<file path="config.mk">
export PLATFORM = sky130hd
export DESIGN_NAME = pvd_stego_extractor
export DESIGN_NICKNAME = d
export VERILOG_FILES = /design/src/rtl/pvd_pkg.sv /design/src/rtl/pvd_stego_extractor.sv /design/src/rtl/pvd_bit_unit.sv /design/src/rtl/pvd_out_queue.sv
export SDC_FILE = /design/constraint.sdc
export NUM_CORES = 1
export LEC_CHECK = 0
export BUFFER_PORTS_ARGS = -buffer_cell sky130_fd_sc_hd__clkbuf_2
export CAP_MARGIN = 15
export CORE_MARGIN = 2
export CORE_UTILIZATION = 50
export CTS_BUF_LIST = sky130_fd_sc_hd__clkbuf_16
export DETAILED_ROUTE_END_ITERATION = 6
export GPL_TIMING_DRIVEN = 0
export PLACE_DENSITY = 0.63
export SLEW_MARGIN = 10
export SYNTH_ARGS = -nofsm -noshare
export SYNTH_HDL_FRONTEND = slang
export SYNTH_SLANG_ARGS = --single-unit
</file>
<file path="constraint.sdc">
create_clock -name clk -period 11.1 [get_ports clk]
set_input_delay 0.555 -clock clk [delete_from_list [all_inputs] [get_ports clk]]
set_output_delay 0.555 -clock clk [all_outputs]
set_load 0.05 [all_outputs]
</file>
<file path="src/rtl/pvd_pkg.sv">
// Shared types, constants and helper functions of the PVD extractor.
// No dependencies; imported by every RTL module of the block.
package pvd_pkg;

	localparam int QUEUE_BITS = 21;
	localparam int CNT_W      = 5;
	localparam int CHAR_W     = 8;

	// One input pixel
	typedef struct packed {
		logic              first;
		logic [CHAR_W-1:0] red;
		logic [CHAR_W-1:0] green;
		logic [CHAR_W-1:0] blue;
	} pvd_pixel_t;

	// Extraction state carried from pixel to pixel
	typedef struct packed {
		logic [QUEUE_BITS-1:0] queue;
		logic [CNT_W-1:0]      count;
		logic                  finished;
	} pvd_state_t;

	// Characters produced by one pixel; num is 0, 1 or 2
	typedef struct packed {
		logic [1:0]        num;
		logic [CHAR_W-1:0] char0;
		logic [CHAR_W-1:0] char1;
	} pvd_result_t;

	function automatic logic [CHAR_W-1:0] abs_diff(input logic [CHAR_W-1:0] a,
			input logic [CHAR_W-1:0] b);
		abs_diff = (a >= b) ? (a - b) : (b - a);
	endfunction

	// Number of embedded bits for a difference, by range
	function automatic logic [2:0] diff_bits(input logic [CHAR_W-1:0] d);
		if (d < 8'd16)
			diff_bits = 3'd3;
		else if (d < 8'd32)
			diff_bits = 3'd4;
		else if (d < 8'd64)
			diff_bits = 3'd5;
		else if (d < 8'd128)
			diff_bits = 3'd6;
		else
			diff_bits = 3'd7;
	endfunction

	function automatic logic [CHAR_W-1:0] low_bits(input logic [CHAR_W-1:0] d,
			input logic [2:0] n);
		low_bits = d & ((8'd1 << n) - 8'd1);
	endfunction

endpackage

</file>
<file path="src/rtl/pvd_stego_extractor.sv">
// Top level of the pixel value differencing message extractor.
// Depends on pvd_pkg, pvd_bit_unit and pvd_out_queue.
//
// Takes one RGB pixel per transaction on s_* and returns the hidden message on m_*,
// one character per transaction, a zero character flagged on tuser as the end of the
// message and tlast on the final character of each pixel. A pixel is taken every cycle
// as long as the output keeps up: each pixel makes zero, one or two characters, and the
// single output port moves one character per cycle unless m_tready is low; a two-entry
// result queue absorbs pixels with two characters and output stalls. An accepted pixel
// passes the input register and a result queue entry before its first character is
// on m_*. After the end of a message, pixels are taken and dropped until one has tuser set.
module pvd_stego_extractor import pvd_pkg::*; (
	input  logic              clk,
	input  logic              arst_n,
	input  logic              s_tvalid,
	output logic              s_tready,
	input  logic [23:0]       s_tdata,   // [7:0] red, [15:8] green, [23:16] blue
	input  logic              s_tuser,   // [0] first_pixel
	output logic              m_tvalid,
	input  logic              m_tready,
	output logic [CHAR_W-1:0] m_tdata,   // [7:0] character
	output logic              m_tuser,   // [0] terminator
	output logic              m_tlast
);

	logic        in_valid_s1;
	pvd_pixel_t  pixel_s1;
	pvd_state_t  state_q, state_nx;
	pvd_result_t result;
	logic        can_push, advance, push;

	// the held pixel moves on once its characters have room
	assign advance  = in_valid_s1 && (result.num == 2'd0 || can_push);
	assign push     = advance && (result.num != 2'd0);
	assign s_tready = !in_valid_s1 || advance;

	// input register
	always_ff @(posedge clk or negedge arst_n) begin
		if (!arst_n)
			in_valid_s1 <= 1'b0;
		else if (s_tready)
			in_valid_s1 <= s_tvalid;
	end

	always_ff @(posedge clk) begin
		if (s_tvalid && s_tready) begin
			pixel_s1.first <= s_tuser;
			pixel_s1.red   <= s_tdata[7:0];
			pixel_s1.green <= s_tdata[15:8];
			pixel_s1.blue  <= s_tdata[23:16];
		end
	end

	// extraction state
	always_ff @(posedge clk or negedge arst_n) begin
		if (!arst_n)
			state_q <= '0;
		else if (advance)
			state_q <= state_nx;
	end

	pvd_bit_unit u_bit (
		.pixel    (pixel_s1),
		.state    (state_q),
		.state_nx (state_nx),
		.result   (result)
	);

	pvd_out_queue u_outq (
		.clk       (clk),
		.arst_n    (arst_n),
		.push      (push),
		.push_data (result),
		.can_push  (can_push),
		.m_tvalid  (m_tvalid),
		.m_tready  (m_tready),
		.m_tdata   (m_tdata),
		.m_tuser   (m_tuser),
		.m_tlast   (m_tlast)
	);

endmodule

</file>
<file path="src/rtl/pvd_bit_unit.sv">
// Per-pixel datapath: differences, bit append and character extraction.
// Depends on pvd_pkg; purely combinational, used by pvd_stego_extractor.
module pvd_bit_unit import pvd_pkg::*; (
	input  pvd_pixel_t  pixel,
	input  pvd_state_t  state,
	output pvd_state_t  state_nx,
	output pvd_result_t result
);

	localparam logic [CNT_W-1:0] ONE_CHAR = CNT_W'(CHAR_W);
	localparam logic [CNT_W-1:0] TWO_CHAR = CNT_W'(2 * CHAR_W);

	logic [QUEUE_BITS-1:0] q0, q1, q2;
	logic [CNT_W-1:0]      c0, c2, c_left;
	logic                  fin0;
	logic [CHAR_W-1:0]     d1, d2;
	logic [2:0]            n1, n2;
	logic [CHAR_W-1:0]     char0, char1;
	logic [1:0]            num;
	logic                  term;

	// first pixel clears the state before the pixel is used
	assign q0   = pixel.first ? '0 : state.queue;
	assign c0   = pixel.first ? '0 : state.count;
	assign fin0 = pixel.first ? 1'b0 : state.finished;

	// differences and their bit counts
	assign d1 = abs_diff(pixel.red, pixel.green);
	assign d2 = abs_diff(pixel.green, pixel.blue);
	assign n1 = diff_bits(d1);
	assign n2 = diff_bits(d2);

	// append both groups, oldest bits on top
	assign q1 = (q0 << n1) | QUEUE_BITS'(low_bits(d1, n1));
	assign q2 = (q1 << n2) | QUEUE_BITS'(low_bits(d2, n2));
	assign c2 = c0 + CNT_W'(n1) + CNT_W'(n2);

	// up to two characters, most significant first
	assign char0 = (c2 >= ONE_CHAR) ? CHAR_W'(q2 >> (c2 - ONE_CHAR)) : '0;
	assign char1 = (c2 >= TWO_CHAR) ? CHAR_W'(q2 >> (c2 - TWO_CHAR)) : '0;

	always_comb begin
		if (fin0)
			num = 2'd0;
		else if (c2 >= TWO_CHAR && char0 != '0)
			num = 2'd2;
		else if (c2 >= ONE_CHAR)
			num = 2'd1;
		else
			num = 2'd0;
	end

	// a zero character ends the message
	assign term = (num != 2'd0 && char0 == '0) || (num == 2'd2 && char1 == '0);
	assign c_left = c2 - CNT_W'({num, 3'b000});

	always_comb begin
		if (fin0) begin
			state_nx = state;
		end else begin
			state_nx.queue    = q2 & ~({QUEUE_BITS{1'b1}} << c_left);
			state_nx.count    = c_left;
			state_nx.finished = term;
		end
	end

	assign result.num   = num;
	assign result.char0 = char0;
	assign result.char1 = char1;

endmodule

</file>
<file path="src/rtl/pvd_out_queue.sv">
// Two-entry result queue that hands characters to the output stream one at a time.
// Depends on pvd_pkg; used by pvd_stego_extractor.
module pvd_out_queue import pvd_pkg::*; (
	input  logic              clk,
	input  logic              arst_n,
	input  logic              push,
	input  pvd_result_t       push_data,
	output logic              can_push,
	output logic              m_tvalid,
	input  logic              m_tready,
	output logic [CHAR_W-1:0] m_tdata,   // [7:0] character
	output logic              m_tuser,   // [0] terminator
	output logic              m_tlast
);

	pvd_result_t entries_q [2];
	logic        wr_ptr_q, rd_ptr_q, sub_q;
	logic [1:0]  cnt_q;
	pvd_result_t head;
	logic        pop_item, pop_entry;

	assign head      = entries_q[rd_ptr_q];
	assign can_push  = (cnt_q != 2'd2);
	assign m_tvalid  = (cnt_q != 2'd0);
	assign m_tdata   = sub_q ? head.char1 : head.char0;
	assign m_tlast   = (head.num == 2'd1) || sub_q;
	assign m_tuser   = (m_tdata == '0);
	assign pop_item  = m_tvalid && m_tready;
	assign pop_entry = pop_item && m_tlast;

	// entry storage
	always_ff @(posedge clk) begin
		if (push)
			entries_q[wr_ptr_q] <= push_data;
	end

	// pointers, fill count and character index within the head entry
	always_ff @(posedge clk or negedge arst_n) begin
		if (!arst_n) begin
			wr_ptr_q <= 1'b0;
			rd_ptr_q <= 1'b0;
			cnt_q    <= 2'd0;
			sub_q    <= 1'b0;
		end else begin
			if (push)
				wr_ptr_q <= ~wr_ptr_q;
			if (pop_entry)
				rd_ptr_q <= ~rd_ptr_q;
			cnt_q <= cnt_q + 2'(push) - 2'(pop_entry);
			if (pop_entry)
				sub_q <= 1'b0;
			else if (pop_item)
				sub_q <= 1'b1;
		end
	end

endmodule

</file>
==> reports/results.ini <==
[sta]
fmax_mhz = 100
hold_viol_final = 0
fin_setup_tns_ns = 0
fin_crit_sh = 0.899
slew_headroom = 0.350
maxSlewViolCount = 0
setup_violations = 0
rsz0062_at_grt = no
worst_pin_slew_ns = 0.972
finClkSkew_ns = 0.0161
fin_crit_ns = 9.98

[global_routing]
grt_first_pass_wirelength_um = 43900
grt_max_degree = 28
grt_pass1_vias = 7837
overflow = 0
antenna_found_initial = 0
track_usage = 0.313

[min_path]
hold_class = in -> async

[detailed_routing]
routed-via-count = 8378
firstDrtPassIters = 6
wl_um = 27700
detail_route.wl_per_cell_um = 22.3
drt_iter0_markers = 924
ant_nets = 0
vias_per_cell = 6.73
drcViolationCount = 0

[clock_network]
cts_sinks = 88
post_cts_resized = 0
cts-htree-levels = 3
cts_buffer_depth = 2
root_buffer = clkbuf_16
cts_tree = done
clock_latency_ns = 0.37
hold_buffers = 0
post_cts_buffers = 0
numCtsBuffers = 9
worst_setup_hold_path_clk_slew_ns = 0.09

[worst_setup_path]
critPathKind = reg -> reg
critPathRequiredTime_ns = 11.38
crit_end = state_q[19]$_DFFE_PN0P_
cp_num_cells = 30
critPathLaunchType = flip-flop
r2r_slack_ns = 1.12
crit_family = simple AND/OR/NAND/NOR gates
cpMostUsedCell = clkbuf_1
rr_worst_depth = 30
arrival_ns = 10.26
cp_slowest_cell = nor4_1
slowest_delay_ns = 0.65
r2r_start = pixel_s1[9]$_DFFE_PP_
worst-path-max-fanout = 12
r2r_end = state_q[19]$_DFFE_PN0P_
endpoint_kind = flip-flop
worst-path-buf-inv = 7
startpoint = pixel_s1[9]$_DFFE_PP_

[finish]
layout-drive-gt1-share = 0.145
fin_util = 0.561
n_fill_cell = 1572
antenna_cells = 0
area_growth_pct = 9.30
nNetsFinal = 1095

[synth]
synthFlopType = edfxtp_1
yosys.area.top_type = edfxtp_1
ys_ff_latch = 88
synth_area_mm2 = 0.00851
ys_types = 101
postSynthNetCount = 1043
synth_top_area_frac = 0.215
seq_area_frac_synth = 0.295
synth_warnings = 0
yosys-top-cells-count = 110 x nand2_1, 66 x nor2_1, 61 x edfxtp_1
synthTopCellsByArea = edfxtp_1 22%, dfrtp_1 7.9%, ha_1 5.6%
netlist_instances = 968
avgSynthCellArea_um2 = 8.79
synth_edf_count = 61
yosys.cell_count.top_type = nand2_1
synthArstFlopShare = 0.307

[die]
ios = 41
core_mm2 = 0.0166
die_h_um = 134
die_area_mm2 = 0.0181
die_w_um = 134
initial_core_util = 0.513
rows = 47

[placed_design]
io_buffers = 40
gp_congestion = 1.02
hpwl_um = 21600

[outcome]
status = completed

[flow_run]
drv_cap = 0

==> worst min-delay path by stage <==
| stage | cells after the start | startpoint | slack [ns] | to |
|---|---|---|---|---|
| after global routing | 1 | arst_n | 0.30 | u_outq.cnt_q[1]$_DFF_PN0_ |
| after detailed placement | 2 | state_q[1]$_DFFE_PN0P_ | 0.46 | state_q[1]$_DFFE_PN0P_ |
| after floorplan | 0 | arst_n | 0.26 | in_valid_s1$_DFFE_PN0P_ |
| after CTS | 1 | arst_n | 0.26 | state_q[0]$_DFFE_PN0P_ |
| after global placement | 2 | state_q[1]$_DFFE_PN0P_ | 0.46 | state_q[1]$_DFFE_PN0P_ |
| final | 1 | arst_n | 0.24 | state_q[0]$_DFFE_PN0P_ |
==> flip-flops by register name (all words and copies together), names as in the netlist <==
name              flops
u_outq.rd_ptr_q       1
in_valid_s1           1
state_q              21
u_outq.entries_q     36
u_outq.cnt_q          2
u_outq.wr_ptr_q       1
u_outq.sub_q          1
pixel_s1             25
==> cells in the final DEF, fill, tap and decap left out, types with 11 or more instances in the layout <==
master,n
nand2_1,110
buf_2,17
nor3_1,23
inv_1,46
nand3_1,36
a21o_1,11
edfxtp_1,61
a211oi_1,13
nand4_1,15
nor2b_1,19
ha_1,38
nor2_1,65
a31oi_1,23
and2_1,11
a22oi_1,15
clkbuf_2,40
clkbuf_1,35
a21oi_1,45
o22ai_1,12
mux2i_1,17
dfrtp_1,27
mux4_2,16
o21ai_0,44
==> through the flow <==
stage | hold slack (ns) | area (µm²) | instances | worst slack, ns
CTS | 0.259 | 9300 | 1245 | 1.29
finish | 0.237 | 9300 | 1245 | 1.12
global placement | 0.456 | 8980 | 1228 | 1.36
global route | 0.301 | 9300 | 1245 | 0.404
floorplan | 0.259 | 8510 | 968 | 3.20
detailed placement | 0.464 | 9000 | 1229 | 1.31
==> kinds of logic after synthesis <==
logic type                 Yosys count  share of synthesized area
and+or+nand+nor                    348                      0.210
AOI/OAI and AO/OA                  322                      0.281
buffers and inverters              111                     0.0537
DFF                                 88                      0.295
adders and majority gates           46                     0.0747
muxes                               42                     0.0746
xor gates and xnor gates            11                     0.0113
==> area by class of cell <==
class                   count  area, µm²  share of cell area
well taps                 220        275              0.0296
repair buffers             41        215              0.0231
clock buffers               9        225              0.0242
multi-input cells         769       5550               0.597
inverters                  48        180              0.0194
plain buffers              63        277              0.0297
clock inverters             7       71.3             0.00767
flip-flops and latches     88       2510               0.270
==> metal layers <==
layer | GRT usage | up-vias | part of all wire
met5 | 0 | - | 0
met4 | 0.0942 | 0 | 0.029
met3 | 0.0612 | 60 | 0.087
met2 | 0.484 | 426 | 0.45
met1 | 0.445 | 4022 | 0.44
li1 | - | 3870 | -
Power is not shown: default switching activity piles up to over one toggle a cycle in this logic, so the estimate is an artifact.
